<file path="src/sv/gbnsl_pkg.sv">
// Shared types and constants for the go-back-N segmenting link.
`timescale 1ns / 1ps
package gbnsl_pkg;

  localparam int QUEUE_DEPTH = 8;
  localparam int SLOT_W      = $clog2(QUEUE_DEPTH);
  localparam int COUNT_W     = SLOT_W + 1;
  localparam int LEN_W       = 12;

  localparam logic [1:0] KIND_ENQ  = 2'd0;
  localparam logic [1:0] KIND_RECV = 2'd1;
  localparam logic [1:0] KIND_TICK = 2'd2;

  localparam logic [1:0] CFG_SESSION = 2'd0;
  localparam logic [1:0] CFG_WINDOW  = 2'd1;
  localparam logic [1:0] CFG_PAYLOAD = 2'd2;
  localparam logic [1:0] CFG_TIMEOUT = 2'd3;

  localparam logic [2:0] EV_SEND    = 3'd0;
  localparam logic [2:0] EV_ACK     = 3'd1;
  localparam logic [2:0] EV_DELIVER = 3'd2;
  localparam logic [2:0] EV_DONE    = 3'd3;
  localparam logic [2:0] EV_REJECT  = 3'd4;

  typedef enum logic [1:0] {OP_ENQ, OP_ACK, OP_DATA, OP_TICK} op_t;

  typedef enum logic [2:0] {
    S_IDLE, S_RD, S_EXEC, S_DLV, S_RDF, S_SEND, S_DONE
  } state_t;

  typedef struct packed {
    logic [1:0]       kind;
    logic [7:0]       header;
    logic [LEN_W-1:0] length;
  } in_item_t;

  typedef struct packed {
    logic [2:0]       event_res;
    logic [7:0]       frame_header;
    logic [2:0]       slot;
    logic [LEN_W-1:0] offset;
    logic [7:0]       payload_length;
    logic             last;
  } out_item_t;

  typedef struct packed {
    op_t              op;
    logic [7:0]       header;
    logic [LEN_W-1:0] length;
  } req_t;

  typedef struct packed {
    logic [3:0]  session_id;
    logic [3:0]  window_frames;
    logic [7:0]  payload_per_frame;
    logic [15:0] timeout_ticks;
  } cfg_t;

endpackage

</file>
<file path="src/sv/gbnsl_front.sv">
// Front end: classifies incoming requests and queues them for the back end.
`timescale 1ns / 1ps
module gbnsl_front import gbnsl_pkg::*; (
  input  logic     clk,
  input  logic     rst_n,
  input  logic     start,
  output logic     busy,
  input  in_item_t in_item,
  input  cfg_t     cfg,
  output logic     req_valid,
  output req_t     req,
  input  logic     req_pop
);

  req_t       fifo_r [2];
  logic       wr_ptr_r, rd_ptr_r;
  logic [1:0] count_r;
  logic       keep;
  req_t       cls;

  // Foreign-session, empty and unknown requests produce nothing and are dropped here.
  always_comb begin
    cls.header = in_item.header;
    cls.length = in_item.length;
    cls.op     = OP_TICK;
    keep       = 1'b0;
    case (in_item.kind)
      KIND_ENQ: begin
        cls.op = OP_ENQ;
        keep   = 1'b1;
      end
      KIND_RECV: begin
        cls.op = (in_item.length == LEN_W'(1)) ? OP_ACK : OP_DATA;
        keep   = (in_item.header[7:4] == cfg.session_id) && (in_item.length != '0);
      end
      KIND_TICK: begin
        cls.op = OP_TICK;
        keep   = 1'b1;
      end
      default: keep = 1'b0;
    endcase
  end

  assign busy      = (count_r == 2'd2);
  assign req_valid = (count_r != 2'd0);
  assign req       = fifo_r[rd_ptr_r];

  always_ff @(posedge clk) begin
    if (start && !busy && keep) begin
      fifo_r[wr_ptr_r] <= cls;
    end
  end

  always_ff @(posedge clk) begin
    if (!rst_n) begin
      wr_ptr_r <= 1'b0;
      rd_ptr_r <= 1'b0;
      count_r  <= 2'd0;
    end else begin
      if (start && !busy && keep) begin
        wr_ptr_r <= ~wr_ptr_r;
      end
      if (req_pop) begin
        rd_ptr_r <= ~rd_ptr_r;
      end
      count_r <= count_r + 2'(start && !busy && keep) - 2'(req_pop);
    end
  end

endmodule

</file>
<file path="src/sv/gbnsl_back.sv">
// Back end: message store, sender window, receiver and watchdog sequencer.
`timescale 1ns / 1ps
module gbnsl_back import gbnsl_pkg::*; (
  input  logic      clk,
  input  logic      rst_n,
  input  cfg_t      cfg,
  input  logic      req_valid,
  input  req_t      req,
  output logic      req_pop,
  output logic      out_strobe,
  output out_item_t out_item
);

  logic [LEN_W-1:0] mem [QUEUE_DEPTH];
  logic [LEN_W-1:0] rd_head_r, rd_send_r;

  state_t state_r, state_nxt;
  req_t   item_r, item_nxt;
  logic [SLOT_W-1:0]  head_r, head_nxt;
  logic [COUNT_W-1:0] count_r, count_nxt, sidx_r, sidx_nxt;
  logic [LEN_W-1:0]   soff_r, soff_nxt, aoff_r, aoff_nxt;
  logic [3:0]  sseq_r, sseq_nxt, aseq_r, aseq_nxt, rseq_r, rseq_nxt, infl_r, infl_nxt;
  logic        wd_r, wd_nxt, fill_r, fill_nxt;
  logic [15:0] idle_r, idle_nxt, idle_inc;
  out_item_t   pend_r, gen;
  logic        pend_v_r, gen_v, mem_we;
  logic [SLOT_W-1:0] wr_slot, send_slot;
  logic [7:0]  chunk;
  logic [LEN_W:0] ack_sum, send_end, send_min;
  logic [LEN_W-1:0] dlv_len;

  assign wr_slot   = head_r + count_r[SLOT_W-1:0];
  assign send_slot = head_r + sidx_r[SLOT_W-1:0];
  assign chunk     = (cfg.payload_per_frame == 8'd0) ? 8'd1 : cfg.payload_per_frame;
  assign ack_sum   = {1'b0, aoff_r} + (LEN_W+1)'(chunk);
  assign send_end  = {1'b0, soff_r} + (LEN_W+1)'(chunk);
  assign send_min  = (send_end < {1'b0, rd_send_r}) ? send_end : {1'b0, rd_send_r};
  assign idle_inc  = (idle_r == 16'hffff) ? idle_r : idle_r + 16'd1;
  assign dlv_len   = item_r.length - LEN_W'(1);

  always_ff @(posedge clk) begin
    if (mem_we) begin
      mem[wr_slot] <= item_r.length;
    end
    rd_head_r <= mem[head_r];
    rd_send_r <= mem[send_slot];
  end

  always_comb begin
    state_nxt = state_r;
    item_nxt  = item_r;
    head_nxt  = head_r;
    count_nxt = count_r;
    sidx_nxt  = sidx_r;
    soff_nxt  = soff_r;
    aoff_nxt  = aoff_r;
    sseq_nxt  = sseq_r;
    aseq_nxt  = aseq_r;
    rseq_nxt  = rseq_r;
    infl_nxt  = infl_r;
    wd_nxt    = wd_r;
    fill_nxt  = fill_r;
    idle_nxt  = idle_r;
    req_pop   = 1'b0;
    mem_we    = 1'b0;
    gen_v     = 1'b0;
    gen       = '0;
    case (state_r)
      S_IDLE: begin
        if (req_valid) begin
          req_pop   = 1'b1;
          item_nxt  = req;
          state_nxt = S_RD;
        end
      end
      S_RD: state_nxt = S_EXEC;
      S_EXEC: begin
        state_nxt = S_DONE;
        case (item_r.op)
          OP_ENQ: begin
            if (count_r >= COUNT_W'(QUEUE_DEPTH)) begin
              gen_v         = 1'b1;
              gen.event_res = EV_REJECT;
            end else begin
              mem_we    = 1'b1;
              count_nxt = count_r + COUNT_W'(1);
              if (!wd_r) begin
                wd_nxt   = 1'b1;
                idle_nxt = 16'd0;
              end
              fill_nxt  = 1'b1;
              state_nxt = S_RDF;
            end
          end
          OP_ACK: begin
            if (count_r != '0 && item_r.header[3:0] == aseq_r) begin
              aseq_nxt = aseq_r + 4'd1;
              idle_nxt = 16'd0;
              if ({1'b0, rd_head_r} <= ack_sum) begin
                gen_v            = 1'b1;
                gen.event_res    = EV_DONE;
                gen.frame_header = item_r.header;
                gen.slot         = 3'(head_r);
                head_nxt         = head_r + SLOT_W'(1);
                count_nxt        = count_r - COUNT_W'(1);
                if (sidx_r != '0) begin
                  sidx_nxt = sidx_r - COUNT_W'(1);
                end else begin
                  soff_nxt = '0;
                end
                aoff_nxt = '0;
              end else begin
                aoff_nxt = ack_sum[LEN_W-1:0];
              end
              fill_nxt  = 1'b0;
              state_nxt = S_RDF;
            end
          end
          OP_DATA: begin
            gen_v            = 1'b1;
            gen.event_res    = EV_ACK;
            gen.frame_header = item_r.header;
            if (item_r.header[3:0] == rseq_r) begin
              state_nxt = S_DLV;
            end
          end
          default: begin
            if (wd_r) begin
              idle_nxt = idle_inc;
              if (idle_inc >= cfg.timeout_ticks) begin
                idle_nxt = 16'd0;
                if (count_r != '0) begin
                  infl_nxt  = 4'd0;
                  sidx_nxt  = '0;
                  soff_nxt  = aoff_r;
                  sseq_nxt  = aseq_r;
                  fill_nxt  = 1'b1;
                  state_nxt = S_RDF;
                end else begin
                  wd_nxt = 1'b0;
                end
              end
            end
          end
        endcase
      end
      S_DLV: begin
        gen_v              = 1'b1;
        gen.event_res      = EV_DELIVER;
        gen.frame_header   = item_r.header;
        gen.payload_length = (dlv_len > LEN_W'(255)) ? 8'd255 : dlv_len[7:0];
        rseq_nxt           = rseq_r + 4'd1;
        state_nxt          = S_DONE;
      end
      S_RDF: state_nxt = S_SEND;
      S_SEND: begin
        state_nxt = S_DONE;
        if ((sidx_r < count_r) && (!fill_r || infl_r < cfg.window_frames)) begin
          gen_v            = 1'b1;
          gen.event_res    = EV_SEND;
          gen.frame_header = {cfg.session_id, sseq_r};
          gen.slot         = 3'(send_slot);
          gen.offset       = soff_r;
          gen.payload_length = (soff_r >= rd_send_r) ? 8'd0 :
                               8'(send_min - {1'b0, soff_r});
          sseq_nxt = sseq_r + 4'd1;
          if ({1'b0, rd_send_r} <= send_end) begin
            sidx_nxt = sidx_r + COUNT_W'(1);
            soff_nxt = '0;
          end else begin
            soff_nxt = send_end[LEN_W-1:0];
          end
          if (fill_r) begin
            infl_nxt  = infl_r + 4'd1;
            state_nxt = S_RDF;
          end
        end else if (!fill_r && infl_r != 4'd0) begin
          infl_nxt = infl_r - 4'd1;
        end
      end
      S_DONE: state_nxt = S_IDLE;
      default: state_nxt = S_IDLE;
    endcase
  end

  // A result is held until the next one or S_DONE, so the last is marked.
  assign out_strobe = pend_v_r && (gen_v || state_r == S_DONE);
  always_comb begin
    out_item      = pend_r;
    out_item.last = (state_r == S_DONE);
  end

  always_ff @(posedge clk) begin
    item_r <= item_nxt;
    if (gen_v) begin
      pend_r <= gen;
    end
  end

  always_ff @(posedge clk) begin
    if (!rst_n) begin
      state_r  <= S_IDLE;
      head_r   <= '0;
      count_r  <= '0;
      sidx_r   <= '0;
      soff_r   <= '0;
      aoff_r   <= '0;
      sseq_r   <= '0;
      aseq_r   <= '0;
      rseq_r   <= '0;
      infl_r   <= '0;
      wd_r     <= 1'b0;
      fill_r   <= 1'b0;
      idle_r   <= '0;
      pend_v_r <= 1'b0;
    end else begin
      state_r <= state_nxt;
      head_r  <= head_nxt;
      count_r <= count_nxt;
      sidx_r  <= sidx_nxt;
      soff_r  <= soff_nxt;
      aoff_r  <= aoff_nxt;
      sseq_r  <= sseq_nxt;
      aseq_r  <= aseq_nxt;
      rseq_r  <= rseq_nxt;
      infl_r  <= infl_nxt;
      wd_r    <= wd_nxt;
      fill_r  <= fill_nxt;
      idle_r  <= idle_nxt;
      if (gen_v) begin
        pend_v_r <= 1'b1;
      end else if (state_r == S_DONE) begin
        pend_v_r <= 1'b0;
      end
    end
  end

endmodule

</file>
<file path="src/sv/go_back_n_segmenting_link.sv">
// Top level of the go-back-N segmenting link controller.
`timescale 1ns / 1ps
// Usage:
// A request is taken on in_item at a rising edge where start is high and busy
// is low. Requests are enqueue message, frame received and one-millisecond tick.
// The front end classifies each request and drops those that cause nothing
// (frames of another session, empty frames, unknown kinds); the rest wait in a
// two-entry queue, and busy is high while that queue is full.
// The back end handles one request at a time. Each result appears on out_item
// for one cycle with out_strobe high; out_item.last marks the final result of
// the request. The receiver cannot stall, so results are never held.
// Sequence: a request waits in the queue, then passes through a store read and a
// decode state; results follow, except that each sent frame first re-reads the
// message store, and a closing state ends the request. A window fill also ends
// with a final window check that sends nothing. Configuration is written through
// cfg_we, cfg_index and cfg_data while idle; the user must keep to this, as the
// block itself does not enforce it.
// Synchronous reset clears the queues, sequence numbers, window and watchdog
// and restores the register defaults; store contents are undefined until written.
module go_back_n_segmenting_link import gbnsl_pkg::*; (
  input  logic      clk,
  input  logic      rst_n,
  input  logic      start,
  output logic      busy,
  input  in_item_t  in_item,
  input  logic      cfg_we,
  input  logic [1:0]  cfg_index,
  input  logic [15:0] cfg_data,
  output logic      out_strobe,
  output out_item_t out_item
);

  cfg_t cfg_r;
  logic req_valid, req_pop;
  req_t req;

  always_ff @(posedge clk) begin
    if (!rst_n) begin
      cfg_r.session_id        <= 4'd0;
      cfg_r.window_frames     <= 4'd4;
      cfg_r.payload_per_frame <= 8'd49;
      cfg_r.timeout_ticks     <= 16'd2000;
    end else if (cfg_we) begin
      case (cfg_index)
        CFG_SESSION: cfg_r.session_id        <= cfg_data[3:0];
        CFG_WINDOW:  cfg_r.window_frames     <= cfg_data[3:0];
        CFG_PAYLOAD: cfg_r.payload_per_frame <= cfg_data[7:0];
        CFG_TIMEOUT: cfg_r.timeout_ticks     <= cfg_data;
        default:     cfg_r.timeout_ticks     <= cfg_r.timeout_ticks;
      endcase
    end
  end

  // The front end accepts and classifies requests.
  gbnsl_front u_front (
    .clk       (clk),
    .rst_n     (rst_n),
    .start     (start),
    .busy      (busy),
    .in_item   (in_item),
    .cfg       (cfg_r),
    .req_valid (req_valid),
    .req       (req),
    .req_pop   (req_pop)
  );

  // The back end runs the sender window, receiver and watchdog.
  gbnsl_back u_back (
    .clk        (clk),
    .rst_n      (rst_n),
    .cfg        (cfg_r),
    .req_valid  (req_valid),
    .req        (req),
    .req_pop    (req_pop),
    .out_strobe (out_strobe),
    .out_item   (out_item)
  );

endmodule
</file>
<file path="config.mk">
export PLATFORM = sky130hd
export DESIGN_NAME = go_back_n_segmenting_link
export DESIGN_NICKNAME = d
export VERILOG_FILES = /design/src/sv/gbnsl_pkg.sv /design/src/sv/gbnsl_front.sv /design/src/sv/gbnsl_back.sv /design/src/sv/go_back_n_segmenting_link.sv
export SDC_FILE = /design/constraint.sdc
export NUM_CORES = 1
export LEC_CHECK = 0
export CORE_AREA = 2 2 215 217
export DETAILED_ROUTE_END_ITERATION = 12
export DIE_AREA = 0 0 217 219
export DONT_BUFFER_PORTS = 1
export PLACE_DENSITY = 0.61
export SLEW_MARGIN = 40
export SYNTH_ARGS = -nofsm -noshare
export SYNTH_HDL_FRONTEND = slang
export SYNTH_SLANG_ARGS = --single-unit
export TNS_END_PERCENT = 50
</file>
<file path="constraint.sdc">
create_clock -name clk -period 8.89 [get_ports clk]
set_input_delay 1.3335 -clock clk [delete_from_list [all_inputs] [get_ports clk]]
set_output_delay 1.3335 -clock clk [all_outputs]
set_load 0.02 [all_outputs]
</file>
==> run metrics, run 1 <==
status complete, no violations; initial antenna violation count 0; Worst-Skew Late Latency between 0.5 and 0.6 ns; crit end category primary output; Tightest Pin Transition between 0.8 and 0.9 ns; Initial Utilization 0.3766; TritonCTS Buffers 38; leak pwr approximately 0.0069 uW; antenna fix cells 0; post-CTS setup buffer count 0; Sequential Area approximately 8600 um^2; Worst Skew 0.02568 ns; CTS sink cnt approximately 330; DRT antenna net count 0; via count approximately 11000; Top Layer Used met4; Slew headroom 0.4204; Tot GR Track Use 0.1755; gate family responsible for the most delay along the worst path compound AO/OA/AOI/OAI gates; Die H 219 um; Max VDD drop 0.0001467 V; Routed WL 41.50 mm; fin nets between 1500 and 2000; Buf/Inv on CP 0; prevailing post-synth register cell edfxtp_1; Final Wtd Congestion 0.8489; Worst setup SP type flip-flop; RSZ-0062 raised after global routing no; path category of the worst min-delay check reg2reg; core footprint about 45000 um^2; Hold Fails Final Rpt 0; Max Cap Violations 0; FILL cells approximately 4200; grt ovf 0; multi-input logic area 7973 um^2; power density over the cells about 210 nW/um^2; port buffer count 0; met3 wire len around 2.0 mm; post-cts sizing count 0; largest net degree at the start of global routing 47; Post-Synthesis Net Count approximately 1600; DRC errors left 0; total negative slack 0 ns; Layout area overhead 12.08%; max-slew violations 0; Async S/R FF share, synth 0; critical-path cell list nor4_1, a21o_1, ha_1, fa_1, a211oi_1, nor2_1, or2_2, maj3_1, xnor2_1, ha_1, o21ai_0, o21ai_1, o211ai_1, a41oi_2, a21oi_2, nor2_1, o311ai_4, o21a_1; Synth Instances 1472; Synthesis Warnings 0; Avg Synthesized Cell Area between 10 and 15 um^2; # hold bufs at CTS 0; Avg WL per Cell a little under 20 um; root buf cell clkbuf_16; CTS clk-pin slew, worst paths ~0.060 ns; first-pass GRT wire length about 65 mm; metal2 WL 20.66 mm; # setup viols final 0; Setup Crit Path Kind reg2out; crit share post-route 0.7407; slowest CP cell dfxtp_1; Die X-Extent 217 um; number of global-route vias before repair approximately 11000; Synth cell types 84; #FFs+latches synth between 300 and 400; Synth Cell Area between 15000 and 20000 um^2; std cell rows 78; CTS tree yes; Metal-1 WL ~18 mm; initial DRC count slightly below 700; min Tclk post-route around 6.6 ns; worst hold slack 0.4536 ns; number of synthesized flops with an enable pin slightly below 200; max incr delay on CP around 0.7 ns; I/O pin total between 80 and 90; H-Tree Depth 2; Post-DP HPWL 29.44 mm; Vias/cell between 5 and 6; crit path DAT between 5 and 6 ns; Required @ worst endpoint 7.56 ns; sequential share of the synthesized area 0.5034; Die ar. ~48000 um^2; FMAX ~150 MHz; CTS max path bufs 3; share of cells above drive strength 1 0.1534; DRT Pass-1 Iters 5; Max FO, Critical Path 16
-- synthesized netlist by cell type (all sizes together), types with 5 or more instances --
cell type	number	area, um^2
nor2	119	446.7
nand2	119	449.2
mux4	48	1081
xor2	30	262.8
o21ai	55	275.3
a21o	29	217.7
buf	23	107.6
a21oi	79	414.2
a211oi	21	195.2
o21a	9	67.56
clkbuf	44	165.2
a2bb2oi	6	52.55
dfxtp	133	2663
edfxtp	196	5886
or2	5	31.28
a22oi	10	75.07
o211ai	14	105.1
a221oi	9	110.1
mux2i	14	140.1
nand3	36	180.2
or3	10	62.56
inv	79	296.5
mux2	47	529.3
nor2b	15	93.84
nor3b	7	52.55
ha	102	1276
xnor2	45	394.1
nor3	29	165.2
a22o	10	87.58
fa	7	140.1
nand2b	8	50.05
nand4	13	81.33
o41ai	5	43.79
a31oi	10	62.56
nor4	14	87.58
and2	9	56.30
-- layout make-up --
type / instances / share of cell area
Sequential cell: 329 / 0.4495
Multi-Input combinational cell: 997 / 0.4189
Clock buffer: 49 / 0.05535
Tap cell: 600 / 0.03945
Inverter: 79 / 0.01565
Clock inverter: 21 / 0.01282
Timing Repair Buffer: 18 / 0.008349
-- registers in the layout, indices dropped and copies added (netlist names), 4 cells and up --
register / cells
u_back.sidx_r: 4
u_back.sseq_r: 4
u_back.item_r: 22
u_back.count_r: 4
cfg_r: 32
u_back.mem: 96
u_back.rd_head_r: 12
u_back.idle_r: 16
u_front.fifo_r: 44
u_back.rd_send_r: 12
u_back.aseq_r: 4
u_back.rseq_r: 4
u_back.out_item: 34
u_back.aoff_r: 12
u_back.infl_r: 4
u_back.soff_r: 12
-- through the flow --
| stage | util | std cells | power, uW | area, um^2 | setup WS, ns |
|---|---|---|---|---|---|
| 2_1_floorplan | - | 1472 | 2248 | 16980 | 1.867 |
| 3_3_place_gp | 0.3915 | 2020 | 2396 | 17650 | 3.020 |
| 3_5_place_dp | 0.3932 | 2023 | 2407 | 17730 | 2.974 |
| 4_1_cts | 0.4220 | 2093 | 4023 | 19030 | 2.375 |
| 5_1_grt | 0.4221 | 2093 | 4148 | 19030 | 2.007 |
| 6_report | 0.4221 | 2093 | 3983 | 19030 | 2.305 |
-- placed cells by master, fill, tap and decap left out, types with 15 or more instances in the layout --
master | Yosys | routed
a21oi_1 | 74 | 74
inv_1 | 78 | 77
ha_1 | 102 | 102
o21ai_0 | 43 | 43
mux4_2 | 48 | 48
xnor2_1 | 45 | 44
edfxtp_1 | 196 | 196
nor2_1 | 119 | 115
xor2_1 | 30 | 30
a211oi_1 | 15 | 15
nand3_1 | 36 | 36
a21o_1 | 29 | 29
nand2_1 | 118 | 118
buf_4 | 1 | 16
clkbuf_16 | 0 | 39
mux2_2 | 46 | 46
nor3_1 | 25 | 25
dfxtp_1 | 133 | 130
-- worst min-delay path: cells and delay by family, from the launching register on --
family	cells	cell delay, ns
flip-flops	1	0.31
AND/OR/NAND/NOR	1	0.05
AO/OA/AOI/OAI	1	0.05
-- kinds of logic (layout without fill, tap and decap cells) --
group	count (synthesis)	after routing	share of synthesized area
compound gates	300	300	0.1250
buf+inv	146	167	0.03353
fa+ha+maj	111	111	0.08459
mux	109	109	0.1031
simple gates	402	402	0.1117
xor+xnor	75	75	0.03868
flops	329	329	0.5034
-- final timing paths --
kind / start / to / slack, ns / depth (start not counted)
worst min register to register: cfg_r[15] / cfg_r[15] / 0.45 / 2
worst min-delay path: cfg_r[15] / cfg_r[15] / 0.45 / 2
worst max register to register: cfg_r[21] / u_back.out_item[8] / 2.91 / 24
worst max-delay path: cfg_r[21] / out_strobe / 2.31 / 18
-- routing by layer --
| metal | track usage | vias to the layer above |
|---|---|---|
| li1 | - | 5457 |
| met1 | 0.2258 | 5593 |
| met2 | 0.3046 | 265 |
| met3 | 0.03423 | 50 |
| met4 | 0.04087 | 0 |
| met5 | 0 | - |
-- power breakdown --
| group | leakage [uW] | internal, uW | total (uW) | switching, uW |
|---|---|---|---|---|
| clock | 0.000632 | 962 | 1610 | 648 |
| combinational | 0.00334 | 180 | 440 | 260 |
| sequential | 0.00290 | 1780 | 1930 | 152 |
No activity file was read; power rests on OpenSTA's default activity.
==> run 2, diff against run 1 <==
PLACE_DENSITY = 0.63   (was 0.61)
clock period = 6 ns   (was 8.89 ns; I/O delays follow)
==> run metrics, run 2 (synthesis results as in run 1) <==
Final Wtd Congestion about 0.85; status complete, no violations; Die H ~220 um; core footprint around 45000 um^2; Worst Skew roughly 0.028 ns; fin nets 1621; Hold Fails Final Rpt 0; initial antenna violation count 0; crit path DAT ~4.8 ns; # hold bufs at CTS 0; Max FO, Critical Path 4; max reg flops 96; FILL cells 4195; H-Tree Depth 2; Max Cap Violations 0; Layout area overhead 12.11%; Setup Crit Path Kind reg2out; DRT antenna net count 0; most frequent cells in the layout edfxtp_1 (196), dfxtp_1 (130), nand2_1 (118); share of cells above drive strength 1 0.1592; root buf cell clkbuf_16; max incr delay on CP 0.43 ns; DRT Pass-1 Iters 6; CTS tree yes; Worst-Skew Late Latency 0.56 ns; critical-path cell list nor3_1, a21o_1, ha_1, fa_1, a211oi_1, nor2_1, or2_2, maj3_1, xnor2_2, ha_1, o21ai_0, o21ai_1, o211ai_1, a41oi_2, a21oi_2, nor2_1, o311ai_4, o21a_2; std cell rows approximately 80; TritonCTS Buffers 38; leak pwr slightly below 0.007 uW; antenna fix cells 0; DRC errors left 0; CTS clk-pin slew, worst paths about 0.06 ns; first-pass GRT wire length around 65 mm; grt ovf 0; slowest CP cell fa_1; Post-DP HPWL 29.70 mm; Die ar. roughly 48000 um^2; Die X-Extent 217 um; Vias/cell 5.457; path category of the worst min-delay check in2reg; Tot GR Track Use 0.1774; Tightest Pin Transition roughly 0.80 ns; number of global-route vias before repair approximately 11000; total negative slack 0 ns; crit end category primary output; CTS sink cnt roughly 330; Max VDD drop 0.0002585 V; total power draw slightly below 6000 uW; most flop-heavy register u_back.mem; Slew headroom 0.4659; power density over the cells 306.2 nW/um^2; Avg WL per Cell 20.02 um; via count roughly 11000; Routed WL about 42 mm; Worst setup SP type flip-flop; # setup viols final 0; min Tclk post-route 5.729 ns; Initial Utilization 0.3766; largest net degree at the start of global routing 49; crit share post-route 0.9548; max-slew violations 0; port buffer count 0; most common cell after layout, fill and taps aside edfxtp_1; I/O pin total 81; Required @ worst endpoint around 5.1 ns; CTS max path bufs 3; initial DRC count roughly 750; FMAX approximately 170 MHz
-- run 2: cell types whose count changed in the layout (fill, tap and decap cells not counted), moves of 2 or more --
| cell | before | now |
|---|---|---|
| buf_4 | 16 | 22 |
| clkinv_4 | 3 | 0 |
| clkinv_2 | 7 | 10 |
| clkinv_8 | 2 | 0 |
| clkbuf_1 | 6 | 4 |
| inv_4 | 0 | 2 |
-- run 2: timing repair --
item	CTS	global route
setup buffers	0	3
setup endpoints to repair	0	3
resized for setup	0	6
hold endpoints to repair	0	0
-- run 2: stage by stage --
step / std cells / utilization / hold WS (ns) / area (um^2) / setup WS [ns]
6_report: 2095 / 0.4222 / 0.4476 / 19040 / 0.2709
5_1_grt: 2095 / 0.4222 / 0.4068 / 19040 / -0.01151
4_1_cts: 2092 / 0.4211 / 0.3996 / 18980 / 0.1223
3_5_place_dp: 2025 / 0.3936 / 0.4491 / 17750 / 0.2629
3_3_place_gp: 2024 / 0.3922 / 0.4439 / 17680 / 0.4080
2_1_floorplan: 1472 / - / 0.4363 / 16990 / 0.03738
-- run 2: metal layers --
layer,part of all wire,track usage,vias to the layer above,wire (um)
li1,-,-,5483,-
met1,0.44,0.2269,5634,18600
met2,0.48,0.2997,250,20220
met3,0.047,0.03562,66,1981
met4,0.027,0.06073,0,1134
met5,0,0,-,0
-- run 2: power by group --
group / switching [uW] / total, uW / leakage, uW / internal, uW
logic: 392 / 661 / 0.00337 / 269
registers: 225 / 2860 / 0.00290 / 2640
clock network: 925 / 2300 / 0.000615 / 1380
-- run 2: critical path, delay by kind of cell (launching register included) --
kind / cells / cell delay, ns
DFF: 1 / 0.41
and+or+nand+nor: 4 / 0.68
adders and majority gates: 4 / 1.35
xor gates and xnor gates: 1 / 0.17
AOI/OAI and AO/OA: 9 / 1.69
-- run 2: final cells by class --
type / instances / area, um^2 / share of cell area
flip-flops and latches: 329 / 8554 / 0.4493
multi-input cells: 997 / 8003 / 0.4203
clock buffers: 47 / 1057 / 0.05553
well taps: 600 / 750.7 / 0.03943
inverters: 79 / 299.0 / 0.01571
repair buffers: 23 / 192.7 / 0.01012
clock inverters: 20 / 181.4 / 0.009529
-- run 2: final timing paths --
kind	from	endpoint	slack, ns	cells past startpoint
hold reg to reg	cfg_r[12]	cfg_r[12]	0.46	2
setup reg to reg	cfg_r[23]	u_back.out_item[8]	0.38	24
setup / recovery	cfg_r[23]	out_strobe	0.27	18
hold / removal	rst_n	cfg_r[26]	0.45	1
==> run 3, diff against run 2 <==
CAP_MARGIN = 20   (was unset)
CORE_AREA = 2 2 240 195   (was 2 2 215 217)
DIE_AREA = 0 0 242 197   (was 0 0 217 219)
PLACE_DENSITY = unset   (was 0.63)
PLACE_DENSITY_LB_ADDON = 0.2   (was unset)
==> run metrics, run 3 (synthesis results as in run 1) <==
Final Non-Filler Cells ~2100; Routed WL about 44 mm; # hold bufs at CTS 0; Worst setup startpoint cfg_r[23]; Max VDD drop about 0.00028 V; Worst setup SP type flip-flop; crit path DAT ~4.8 ns; Comb pwr share 0.117; I/O pin total about 80; CTS tree yes; via count approximately 11000; Worst-Skew Late Latency 0.55 ns; max incr delay on CP 0.43 ns; Die X-Extent between 200 and 250 um; path category of the worst min-delay check in2reg; max reg flops 96; status complete, no violations; slowest CP cell fa_1; number of global-route vias before repair about 11000; fin nets 1624; Setup Crit Path Kind reg2out; grt ovf 0; antenna fix cells 0; sequential power share 0.503; FMAX 175.6 MHz; first-pass GRT wire length about 68 mm; gate family responsible for the most delay along the worst path compound AO/OA/AOI/OAI gates; initial antenna violation count 1; crit share post-route 0.9493; RSZ-0062 raised after global routing no; Final Wtd Congestion between 0.8 and 0.9; critical-path cell list nor3_1, a21o_1, ha_1, fa_1, a211oi_1, nor2_1, or2_2, maj3_1, xnor2_1, ha_1, o21ai_0, o21ai_1, o211ai_1, a41oi_2, a21oi_2, nor2_1, o311ai_4, o21a_2; P_int between 4000 and 5000 uW; root buf cell clkbuf_16; max-slew violations 0; R2R setup slack roughly 0.42 ns; TritonCTS Buffers 37; leak pwr 0.006838 uW; Initial Utilization 0.3757; RR Startpoint cfg_r[23]; DRT Pass-1 Iters 5; Die ar. 47670 um^2; Post-DP HPWL ~31 mm; total negative slack 0 ns; Slew headroom 0.4441; power density over the cells 301.6 nW/um^2; share of cells above drive strength 1 0.1573; Max Cap Violations 0; Layout area overhead 11.51%; Avg WL per Cell approximately 21 um; P_sw between 1500 and 2000 uW; CTS max path bufs 3; DRT antenna net count 0; Max FO, Critical Path 5; largest net degree at the start of global routing 63; port buffer count 0; dpl cells ~2000; CTS clk-pin slew, worst paths roughly 0.05 ns; Vias/cell approximately 5.4; most frequent cells in the layout edfxtp_1 (196), dfxtp_1 (130), nor2_1 (117); most common cell after layout, fill and taps aside edfxtp_1; Required @ worst endpoint approximately 5.1 ns; hold path startpoint rst_n; # setup viols final 0; min Tclk post-route between 5 and 6 ns; crit end category primary output; Die H a little under 200 um; worst hold slack about 0.43 ns; Clk pwr share 0.380; Net Sw Frac 0.2775; H-Tree Depth 2; Tot GR Track Use 0.1860; initial DRC count just under 900; std cell rows 70; CTS sink cnt between 300 and 400; most flop-heavy register u_back.mem; Tightest Pin Transition 0.8338 ns; Hold Fails Final Rpt 0; core footprint 45190 um^2; DRC errors left 0; Worst Skew approximately 0.016 ns; Buf/Inv on CP 0
[run 3: cell count changes in the layout (fill, tap and decap cells not counted), sizes merged]
cell / previous run / this run
inv: 81 / 83
bufinv: 3 / 1
buf: 23 / 27
clkinvlp: 2 / 3
[run 3: path summary, 6_finish.rpt]
| kind | to | cells after the start |
|---|---|---|
| hold reg to reg | cfg_r[2] | 2 |
| setup / recovery | out_strobe | 18 |
| setup reg to reg | u_back.out_item[7] | 24 |
| hold / removal | cfg_r[26] | 1 |
[run 3: through the flow]
| stage | setup slack [ns] | instance area [um^2] | util | power (uW) |
|---|---|---|---|---|
| 3_5_place_dp | 0.3736 | 17740 | 0.3926 | 3584 |
| 4_1_cts | 0.1427 | 18880 | 0.4179 | 5774 |
| 5_1_grt | 0.009472 | 18940 | 0.4190 | 5967 |
| 2_1_floorplan | 0.03738 | 16990 | - | 3333 |
| 3_3_place_gp | 0.5881 | 17710 | 0.3919 | 3571 |
| 6_report | 0.3040 | 18940 | 0.4190 | 5711 |
[run 3: what timing repair did]
| item | in CTS | in global routing |
|---|---|---|
| setup endpoints to repair | 0 | 3 |
| setup buffers | 0 | 3 |
| gates resized for setup | 0 | 4 |
[run 3: worst reg2reg max path, stage by stage, from the launching register on]
cell and delay [ns]:
dfxtp_1 0.41, nor3_1 0.08, a21o_1 0.21, ha_1 0.22
fa_1 0.46, a211oi_2 0.30, o21ai_1 0.13, maj3_1 0.37
xor2_1 0.22, inv_1 0.09, ha_1 0.28, a211oi_1 0.28
o21ai_1 0.13, o211ai_1 0.27, buf_4 0.26, mux2i_2 0.25
ha_1 0.20, fa_1 0.21, nor2b_1 0.06, o21ai_0 0.15
nand2b_1 0.11, a21o_1 0.18, a21oi_1 0.17, xor2_1 0.15
o21ai_0 0.10
[run 3: layout make-up]
class / instances / area [um^2]
clock inverters: 21 / 156.4
well taps: 612 / 765.7
repair buffers: 27 / 210.2
fillers: 4315 / 26260
flip-flops and latches: 329 / 8554
inverters: 79 / 296.5
clock buffers: 47 / 983.4
multi-input cells: 997 / 7969
[run 3: power groups by stage]
stage | clock (uW) | sequential (uW) | combinational (uW)
floorplan | 0 | 2800 | 533
global placement | 0 | 2910 | 657
detailed placement | 0 | 2920 | 664
CTS | 2230 | 2870 | 668
global route | 2320 | 2900 | 745
finish | 2170 | 2870 | 670
[run 3: layer usage]
layer | track usage | wire length (um) | vias up
met5 | 0 | 0 | -
met4 | 0.04412 | 758 | 0
met3 | 0.03840 | 2567 | 57
met2 | 0.2865 | 19420 | 308
met1 | 0.2686 | 21370 | 5613
li1 | - | - | 5479
